File: src/hw/rtl/tfmc_pkg.sv
// Package for the thermostat fan mode controller.
// Holds the mode type, keypad and fan drive codes, and register indexes.
// It depends on nothing else.
package tfmc_pkg;

  typedef enum logic [1:0] {
    MODE_OFF    = 2'd0,
    MODE_NORMAL = 2'd1,
    MODE_SLEEP  = 2'd2
  } mode_t;

  localparam int CFG_DATA_W  = 16;
  localparam int CFG_INDEX_W = 2;
  localparam int TARGET_W    = 5;
  localparam int TEMP_W      = 8;
  localparam int IDLE_W      = 16;

  localparam logic [CFG_INDEX_W-1:0] REG_IDLE_LIMIT  = 2'd0;
  localparam logic [CFG_INDEX_W-1:0] REG_INIT_TARGET = 2'd1;

  localparam logic [7:0] KEY_UP    = 8'h19;
  localparam logic [7:0] KEY_DOWN  = 8'h11;
  localparam logic [7:0] KEY_POWER = 8'h01;

  localparam logic [TARGET_W-1:0] TARGET_MIN   = 5'd16;
  localparam logic [TARGET_W-1:0] TARGET_MAX   = 5'd30;
  localparam logic [TARGET_W-1:0] TARGET_RESET = 5'd26;

  localparam logic [IDLE_W-1:0] IDLE_LIMIT_RESET = 16'd50000;
  localparam logic [TEMP_W-1:0] TEMP_RESET       = 8'd1;

  localparam logic [7:0] CMD_STOP = 8'h00;
  localparam logic [7:0] CMD_L1   = 8'h0A;
  localparam logic [7:0] CMD_L2   = 8'h05;
  localparam logic [7:0] CMD_L3   = 8'h03;

  localparam logic [1:0] BEEP_NONE  = 2'd0;
  localparam logic [1:0] BEEP_SHORT = 2'd1;
  localparam logic [1:0] BEEP_LONG  = 2'd2;

  function automatic logic [7:0] level_cmd(input logic [1:0] level);
    logic [7:0] cmd;
    unique case (level)
      2'd0:    cmd = CMD_STOP;
      2'd1:    cmd = CMD_L1;
      2'd2:    cmd = CMD_L2;
      default: cmd = CMD_L3;
    endcase
    return cmd;
  endfunction

  function automatic logic [TARGET_W-1:0] clamp_target(input logic [TARGET_W-1:0] v);
    logic [TARGET_W-1:0] r;
    if (v < TARGET_MIN) begin
      r = TARGET_MIN;
    end else if (v > TARGET_MAX) begin
      r = TARGET_MAX;
    end else begin
      r = v;
    end
    return r;
  endfunction

endpackage

File: src/hw/rtl/thermostat_fan_mode_controller.sv
// Thermostat fan mode controller: mode rules, target keys and fan level choice.
// Uses tfmc_pkg for the mode type, codes and register indexes.
// The result of each accepted item is registered in the output register.
// Throughput: one item per cycle while the output is not stalled; all state updates in the accepting cycle.
// An item is taken whenever the output register is empty or is being emptied.
// Reset (synchronous, active high): mode off, target 26, idle count 0,
// fan level 0, stored temperature 1, idle limit 50000, output register empty.
module thermostat_fan_mode_controller (
  input  logic                              clk,
  input  logic                              rst,
  input  logic                              in_valid,
  output logic                              in_stall,
  input  logic                              action,
  input  logic                              key_valid,
  input  logic [7:0]                        key_code,
  input  logic                              temp_valid,
  input  logic signed [tfmc_pkg::TEMP_W-1:0] measured_temp,
  output logic                              out_valid,
  input  logic                              out_stall,
  output logic [1:0]                        mode,
  output logic [tfmc_pkg::TARGET_W-1:0]     target_temp,
  output logic [1:0]                        fan_level,
  output logic                              fan_write,
  output logic [7:0]                        fan_command,
  output logic [2:0]                        indicator,
  output logic [1:0]                        beep,
  output logic                              display_on,
  input  logic                              cfg_write,
  input  logic [tfmc_pkg::CFG_INDEX_W-1:0]  cfg_index,
  input  logic [tfmc_pkg::CFG_DATA_W-1:0]   cfg_data
);

  tfmc_pkg::mode_t                    mode_reg, mode_next;
  logic [tfmc_pkg::TARGET_W-1:0]      target_reg, target_next;
  logic [tfmc_pkg::IDLE_W-1:0]        idle_count, idle_count_next, idle_after_key;
  logic [1:0]                         level_reg, level_next;
  logic signed [tfmc_pkg::TEMP_W-1:0] temp_reg, temp_next;
  logic [tfmc_pkg::IDLE_W-1:0]        idle_limit;

  logic       accept;
  logic       is_pass;
  logic       key_up, key_down, key_power;
  logic       unit_on;
  logic       power_off;
  logic [1:0] want;
  logic signed [9:0] diff;
  logic       write_next;
  logic [7:0] cmd_next;
  logic [1:0] beep_next;

  assign in_stall = out_valid && out_stall;
  assign accept   = in_valid && !in_stall;
  assign is_pass  = action;

  assign key_up    = key_valid && (key_code == tfmc_pkg::KEY_UP);
  assign key_down  = key_valid && (key_code == tfmc_pkg::KEY_DOWN);
  assign key_power = key_valid && (key_code == tfmc_pkg::KEY_POWER);
  assign unit_on   = (mode_reg != tfmc_pkg::MODE_OFF);

  // A new sample is stored on a pass only; ticks ignore it.
  assign temp_next = (is_pass && temp_valid) ? measured_temp : temp_reg;

  always_comb begin
    target_next = target_reg;
    if (is_pass && unit_on) begin
      if (key_up && target_reg < tfmc_pkg::TARGET_MAX) begin
        target_next = target_reg + 5'd1;
      end else if (key_down && target_reg > tfmc_pkg::TARGET_MIN) begin
        target_next = target_reg - 5'd1;
      end
    end
  end

  assign idle_after_key = (key_valid && mode_reg == tfmc_pkg::MODE_NORMAL) ?
                          '0 : idle_count;

  // Next mode and idle count. Power beats both timeout and wake-up.
  always_comb begin
    mode_next       = mode_reg;
    idle_count_next = idle_count;
    power_off       = 1'b0;
    if (!is_pass) begin
      if (mode_reg == tfmc_pkg::MODE_NORMAL && idle_count < idle_limit) begin
        idle_count_next = idle_count + 16'd1;
      end
    end else begin
      idle_count_next = idle_after_key;
      unique case (mode_reg)
        tfmc_pkg::MODE_NORMAL: begin
          if (key_power) begin
            mode_next = tfmc_pkg::MODE_OFF;
            power_off = 1'b1;
          end else if (idle_after_key >= idle_limit) begin
            idle_count_next = '0;
            mode_next       = tfmc_pkg::MODE_SLEEP;
          end
        end
        tfmc_pkg::MODE_SLEEP: begin
          if (key_power) begin
            mode_next = tfmc_pkg::MODE_OFF;
            power_off = 1'b1;
          end else if (key_valid) begin
            mode_next = tfmc_pkg::MODE_NORMAL;
          end
        end
        default: begin
          if (key_power) begin
            mode_next = tfmc_pkg::MODE_NORMAL;
          end
        end
      endcase
    end
  end

  assign diff = 10'(temp_next) - $signed({5'b0, target_next});

  always_comb begin
    if (diff <= 10'sd0) begin
      want = 2'd0;
    end else if (diff < 10'sd2) begin
      want = 2'd1;
    end else if (diff < 10'sd4) begin
      want = 2'd2;
    end else begin
      want = 2'd3;
    end
  end

  // Fan level, drive command and beep.
  always_comb begin
    level_next = level_reg;
    write_next = 1'b0;
    cmd_next   = tfmc_pkg::CMD_STOP;
    beep_next  = tfmc_pkg::BEEP_NONE;
    if (is_pass) begin
      if (key_valid && unit_on) begin
        beep_next = tfmc_pkg::BEEP_SHORT;
      end
      if (!unit_on && key_power) begin
        beep_next = tfmc_pkg::BEEP_LONG;
      end
      if (power_off) begin
        if (level_reg != 2'd0) begin
          write_next = 1'b1;
          level_next = 2'd0;
        end
      end else if (mode_next != tfmc_pkg::MODE_OFF && want != level_reg) begin
        write_next = 1'b1;
        cmd_next   = tfmc_pkg::level_cmd(want);
        level_next = want;
      end
    end
  end

  always_ff @(posedge clk) begin
    if (rst) begin
      mode_reg   <= tfmc_pkg::MODE_OFF;
      target_reg <= tfmc_pkg::TARGET_RESET;
      idle_count <= '0;
      level_reg  <= 2'd0;
      temp_reg   <= tfmc_pkg::TEMP_RESET;
      idle_limit <= tfmc_pkg::IDLE_LIMIT_RESET;
    end else if (accept) begin
      mode_reg   <= mode_next;
      target_reg <= target_next;
      idle_count <= idle_count_next;
      level_reg  <= level_next;
      temp_reg   <= temp_next;
    end else if (cfg_write) begin
      if (cfg_index == tfmc_pkg::REG_IDLE_LIMIT) begin
        idle_limit <= cfg_data;
      end else if (cfg_index == tfmc_pkg::REG_INIT_TARGET) begin
        target_reg <= tfmc_pkg::clamp_target(cfg_data[tfmc_pkg::TARGET_W-1:0]);
      end
    end
  end

  always_ff @(posedge clk) begin
    if (rst) begin
      out_valid <= 1'b0;
    end else if (accept) begin
      out_valid <= 1'b1;
    end else if (!out_stall) begin
      out_valid <= 1'b0;
    end
  end

  always_ff @(posedge clk) begin
    if (accept) begin
      mode        <= 2'(mode_next);
      target_temp <= target_next;
      fan_level   <= level_next;
      fan_write   <= write_next;
      fan_command <= cmd_next;
      indicator   <= (mode_next == tfmc_pkg::MODE_NORMAL) ?
                     ({1'b0, level_next} + 3'd1) : 3'd0;
      beep        <= beep_next;
      display_on  <= (mode_next == tfmc_pkg::MODE_NORMAL);
    end
  end

  a_target_range: assert property (@(posedge clk) disable iff (rst)
    target_reg >= tfmc_pkg::TARGET_MIN && target_reg <= tfmc_pkg::TARGET_MAX)
    else $error("target register left its range");

  a_off_no_fan: assert property (@(posedge clk) disable iff (rst)
    mode_reg == tfmc_pkg::MODE_OFF |-> level_reg == 2'd0)
    else $error("fan level nonzero while off");

  a_accept_gives_result: assert property (@(posedge clk) disable iff (rst)
    accept |=> out_valid)
    else $error("accepted item produced no result");

  a_cmd_only_on_write: assert property (@(posedge clk) disable iff (rst)
    out_valid && !fan_write |-> fan_command == tfmc_pkg::CMD_STOP)
    else $error("fan command without write");

  a_display_lamp: assert property (@(posedge clk) disable iff (rst)
    out_valid && display_on |-> indicator != 3'd0)
    else $error("display on with no lamp lit");

endmodule
File: config.mk
export PLATFORM = sky130hd
export DESIGN_NAME = thermostat_fan_mode_controller
export DESIGN_NICKNAME = d
export VERILOG_FILES = /design/src/hw/rtl/tfmc_pkg.sv /design/src/hw/rtl/thermostat_fan_mode_controller.sv
export SDC_FILE = /design/constraint.sdc
export NUM_CORES = 1
export LEC_CHECK = 0
export BUFFER_PORTS_ARGS = -buffer_cell sky130_fd_sc_hd__buf_2
export CAP_MARGIN = 20
export CORE_MARGIN = 3
export CORE_UTILIZATION = 50
export DETAILED_ROUTE_END_ITERATION = 10
export PLACE_DENSITY_LB_ADDON = 0.2
export SYNTH_ARGS = -nofsm -noshare
export SYNTH_HDL_FRONTEND = slang
export SYNTH_SLANG_ARGS = --single-unit
File: constraint.sdc
create_clock -name clk -period 5.71 [get_ports clk]
set_input_delay 0.571 -clock clk [delete_from_list [all_inputs] [get_ports clk]]
set_output_delay 0.571 -clock clk [all_outputs]
set_load 0.005 [all_outputs]
# Word level (Yosys, flattened, before mapping)
# Cells that the tools add are included.
# classes
n_reduce_logical,30
bitwise,3
magnitude_cmp,9
n_addsub,5
eq_ne,12
mux,41
# ops
operator,count
2-to-1 mux 16 bit,6
2-to-1 mux 5 bit,9
2-to-1 mux 2 bit,13
adder 16 x 1 -> 16 bit (second input constant),1
== test 8 x 5 -> 1 bit (second input constant),2
greater-or-equal comparator 16 bit,1
< comparator 16 bit,1
logical AND 1 bit,14
case mux 4 bit (3 select lines),1
nonzero test 2 bit,6
greater-than comparator 5 bit (second input constant),2
< comparator 5 bit (second input constant),2
2-to-1 mux 1 bit,10
less-or-equal comparator 9 x 1 -> 1 bit (second input constant),1
< comparator 9 x 3 -> 1 bit (second input constant),1
< comparator 9 x 4 -> 1 bit (second input constant),1
subtractor 8 x 6 -> 9 bit,1
== test 2 x 1 -> 1 bit (second input constant),4
== test 8 x 1 -> 1 bit (second input constant),1
2-to-1 mux 8 bit,1
AND reduction 3 bit,2
adder 5 x 1 -> 5 bit (second input constant),1
subtractor 5 x 1 -> 5 bit (second input constant),1
== test 2 bit (second input constant),2
other kinds (11),16
# word_totals
wordCells,116
inputBits,42
regBits,74
out_inout_bits,26

# Logic depth before layout (Yosys ltp)
# logic_depth
depth_word,17
mapped_depth,17
ltp_nobuf,17

# Least setup slack after synthesis
# No wires, ideal clock.
# synth_timing
kind,input to register
startpoint,in key_code[1]
endpoint,"reg indicator[1], data pin"
t_arrival_ps,4223
setup_time_ps,255
slack_ps,1233
path_stages,16
t_required_ps,5455
path_buffers,0
path_cell_list,and4bb_2 > nand3_1 > a211oi_1 > xnor2_1 > ha_1 > inv_1 > fa_1 > a211oi_1 > nor3b_1 > or2_4 > o311ai_4 > nand3b_1 > o2111ai_1 > a21bo_2 > ha_1 > and2_1
# synth_between
elab_chain_len,17
word_cells_on_any_way,34
classes_between,add/sub: 2; order compare: 3; eq/ne: 5; mux: 17; reduce/logical: 7
# synth_lines
item,line_no,text
from (decl),thermostat_fan_mode_controller.sv:15,"input logic [7:0] key_code,"
== test 8 x 5 -> 1 bit,thermostat_fan_mode_controller.sv:56,assign key_down = key_valid && (key_code == tfmc_pkg::KEY_DOWN);
logical AND 1 bit,thermostat_fan_mode_controller.sv:56,
logical AND 1 bit,thermostat_fan_mode_controller.sv:68,end else if (key_down && target_reg > tfmc_pkg::TARGET_MIN) begin
2-to-1 mux 5 bit,thermostat_fan_mode_controller.sv:68,
2-to-1 mux 5 bit *,thermostat_fan_mode_controller.sv:66,if (key_up && target_reg < tfmc_pkg::TARGET_MAX) begin
2-to-1 mux 5 bit *,thermostat_fan_mode_controller.sv:65,if (is_pass && unit_on) begin
"via target_next, one bit",thermostat_fan_mode_controller.sv:34,"logic [tfmc_pkg::TARGET_W-1:0] target_reg, target_next;"
subtractor 8 x 6 -> 9 bit *,thermostat_fan_mode_controller.sv:115,"assign diff = 10'(temp_next) - $signed({5'b0, target_next});"
[3 not listed],-,
2-to-1 mux 2 bit *,thermostat_fan_mode_controller.sv:118,if (diff <= 10'sd0) begin
inequality test 2 bit,thermostat_fan_mode_controller.sv:147,end else if (mode_next != tfmc_pkg::MODE_OFF && want != level_reg) begin
logical AND 1 bit,thermostat_fan_mode_controller.sv:147,
2-to-1 mux 2 bit *,thermostat_fan_mode_controller.sv:147,
2-to-1 mux 2 bit *,thermostat_fan_mode_controller.sv:142,if (power_off) begin
2-to-1 mux 2 bit *,thermostat_fan_mode_controller.sv:135,if (is_pass) begin
via level_next[1],thermostat_fan_mode_controller.sv:36,"logic [1:0] level_reg, level_next;"
adder 2 x 1 -> 3 bit *,thermostat_fan_mode_controller.sv:196,"({1'b0, level_next} + 3'd1) : 3'd0;"
to (signal assigned),thermostat_fan_mode_controller.sv:195,indicator <= (mode_next == tfmc_pkg::MODE_NORMAL) ?
to (decl),thermostat_fan_mode_controller.sv:25,"output logic [2:0] indicator,"
# Mark *: on every way through the listed nets, which the timed path passes. The rest lies on a longest branch.
# A chain may end at the register's enable or synchronous reset.

# Worst setup path in the final report
# layout_timing
startpoint,reg mode_reg[0]
endpoint,"reg indicator[1], data pin"
# layout_between
elab_chain_len,14
word_cells_on_any_way,33
classes_between,add/sub: 2; order compare: 4; eq/ne: 4; mux: 17; reduce/logical: 6
# layout_lines
item,line_no,text
from (decl),thermostat_fan_mode_controller.sv:33,"tfmc_pkg::mode_t mode_reg, mode_next;"
from (signal assigned),thermostat_fan_mode_controller.sv:157,mode_reg <= tfmc_pkg::MODE_OFF;
from (signal assigned),thermostat_fan_mode_controller.sv:164,mode_reg <= mode_next;
nonzero test 2 bit *,thermostat_fan_mode_controller.sv:58,assign unit_on = (mode_reg != tfmc_pkg::MODE_OFF);
logical AND 1 bit *,thermostat_fan_mode_controller.sv:65,
2-to-1 mux 5 bit *,thermostat_fan_mode_controller.sv:65,
"via target_next, one bit",thermostat_fan_mode_controller.sv:34,
subtractor 8 x 6 -> 9 bit *,thermostat_fan_mode_controller.sv:115,
< comparator 9 x 4 -> 1 bit,thermostat_fan_mode_controller.sv:122,end else if (diff < 10'sd4) begin
2-to-1 mux 1 bit,thermostat_fan_mode_controller.sv:122,
2-to-1 mux 2 bit,thermostat_fan_mode_controller.sv:120,end else if (diff < 10'sd2) begin
2-to-1 mux 2 bit *,thermostat_fan_mode_controller.sv:118,
inequality test 2 bit,thermostat_fan_mode_controller.sv:147,
logical AND 1 bit,thermostat_fan_mode_controller.sv:147,
2-to-1 mux 2 bit *,thermostat_fan_mode_controller.sv:147,
2-to-1 mux 2 bit *,thermostat_fan_mode_controller.sv:142,
2-to-1 mux 2 bit *,thermostat_fan_mode_controller.sv:135,
via level_next[0],thermostat_fan_mode_controller.sv:36,
adder 2 x 1 -> 3 bit *,thermostat_fan_mode_controller.sv:196,
# Marks and branches as above.

==> impl_metrics.ini <==
[outcome]
status = complete, no violations

[die]
start_util = 0.522
dieArea_um2 = 10400
rows = 34
die_h_um = 102
design.core.area_um2 = 8810
io_pins = 68
die_w_um = 102

[sta]
fin_tns_setup_ps = 0
hold_violations = 0
rsz0062_at_grt = no
skew_ps = 12.0
tightest_slew_ps = 998
finalMaxSlewViolations = 0
period_needed_ps = 4890
whs_ps = 433
fin_crit_sh = 0.857
fmax_ghz = 0.204
setup_viol = 0
max-slew-margin-rel = 0.335

[worst_setup_path]
required_ps = 5810
end_kind = flop
cp.arrival_ps = 4990
critPathKind = flop to flop
cp_max_fo = 7
start_kind = flop

[pwr]
combPwrFrac = 0.161
p_sw_frac = 0.271
powerDensity_nw_per_um2 = 223
peakVddDrop_uv = 139
internal_power_uw = 844
leakage_uw = 0.00220
p_sw_uw = 314
pwr-share-seq = 0.468
p_clk_frac = 0.371

[cells_and_area]
drive_gt1_frac = 0.174
layout_commonest_cell = buf_2
area_growth_pct = 13.0
n_antenna_cell = 0
final_cell_mix = buf_2 (63), nand2_1 (57), dfxtp_1 (50)
nets = 674

[clock_network]
cts_root_buffer = clkbuf_8
clkLatencyLatePin_ps = 350
cts_tree = yes
hold_buffers = 0
path_clk_slew_ps = 70
h-tree-depth = 3
clockBufferDepth = 2
numCtsBuffers = 9
post_cts_buffers = 0
clock-sinks = 70
cts_resized = 0

[synthesis]
synth-edff-count = 20
synthFlopType = dfxtp_1
synth_area_um2 = 4600
ys_warn_count = 0
synth_top_area_share = 0.218
yosysUniqueCellTypes = 65
async_reset_ff_frac = 0
yosysTopAreaCell = dfxtp_1
avgSynthCellArea_um2 = 8.62
ys_seq_area_frac = 0.348
synth-seq-cells = 70
syn_inst = 533
synth_area_leaders = dfxtp_1 (22%), edfxtp_1 (13%), ha_1 (12%), a21oi_1 (5.2%), nand2_1 (4.7%)

[grt]
grt_pass1_vias = 3898
grt_use_total = 0.218
grt_pass1_wl_um = 18300
grt_max_degree = 52
antenna_found_initial = 0
gr-total-overflow = 0

[placed_design]
gp_congestion = 0.838
place_hpwl_um = 7910
numPortBuffers = 63

[worst_hold_path]
hold_class = input pin to flop

[detailed_routing]
wire_per_inst_um = 15.4
vias = 4090
drtIter0Drc = 225
via_per_inst = 5.83
drt.antenna.violating_nets = 0
wl_um = 10800
route.detailed.drc = 0
first_pass_iters = 5

[flow_run]
maxCapViolations = 0
## path summary, 6_finish.rpt
kind / end / depth (start not counted) / slack, ps / startpoint
hold / removal: idle_limit[6] / 2 / 430 / cfg_data[6]
setup / recovery: indicator[1] / 17 / 820 / mode_reg[0]
hold reg to reg: idle_limit[11] / 2 / 460 / idle_limit[11]
setup reg to reg: indicator[1] / 17 / 820 / mode_reg[0]
## layout make-up
| type | count | area (um^2) |
|---|---|---|
| clock buffer | 11 | 163 |
| fill | 792 | 3610 |
| clock inverter | 5 | 55.1 |
| inverter | 32 | 120 |
| sequential | 70 | 1600 |
| multi-input combinational | 409 | 2780 |
| tap | 108 | 135 |
| timing repair buffer | 66 | 338 |
## power by group through the flow
| stage | logic, uW | registers [uW] | clock network (uW) |
|---|---|---|---|
| CTS | 186 | 542 | 439 |
| global route | 209 | 545 | 461 |
| floorplan | 128 | 553 | 0 |
| finish | 187 | 542 | 430 |
| detailed placement | 185 | 553 | 0 |
| global placement | 181 | 553 | 0 |
## synthesized netlist by cell type, types with 15 or more instances
| cell type | n |
|---|---|
| edfxtp_1 | 20 |
| and2_1 | 20 |
| a21oi_1 | 48 |
| o21ai_0 | 22 |
| ha_1 | 43 |
| nor3_1 | 21 |
| nor2_1 | 38 |
| clkbuf_1 | 18 |
| nand2_1 | 57 |
| dfxtp_1 | 50 |
| nand3_1 | 15 |
| inv_1 | 32 |
## logic make-up after synthesis
group           synth area share
fa+ha+maj                  0.121
other cells             0.000816
flops                      0.348
buf+inv                   0.0506
simple gates               0.223
xor+xnor                  0.0114
mux                       0.0310
compound gates             0.213
## stage by stage
| step | power [uW] | worst slack, ps | cell area (um^2) | std cells | utilization |
|---|---|---|---|---|---|
| finish | 1160 | 815 | 5190 | 701 | 0.590 |
| global route | 1210 | 347 | 5190 | 701 | 0.590 |
| CTS | 1170 | 873 | 5190 | 701 | 0.590 |
| detailed placement | 738 | 629 | 4970 | 685 | 0.565 |
| global placement | 734 | 807 | 4970 | 685 | 0.565 |
| floorplan | 681 | 1230 | 4610 | 536 | - |
## worst max-delay path: stages, from the launching register on
cell and delay [ps]:
dfxtp_1 360, inv_1 120, ha_1 260, nand2b_1 180, a211oi_1 700, o21ai_0 260, xnor2_1 370, inv_1 90
ha_1 240, a211oi_1 300, nor3b_1 120, or2_4 280, o311ai_4 350, a31oi_2 190, o211ai_2 150, a21bo_2 270
ha_1 280, and2_1 130
## routing by layer
metal / GRT usage / up-vias / part of all wire
li1: - / 2052 / -
met1: 0.308 / 1896 / 0.49
met2: 0.348 / 131 / 0.45
met3: 0.0328 / 11 / 0.049
met4: 0.0636 / 0 / 0.010
met5: 0 / - / 0
Power figures use the tool's default switching activity.
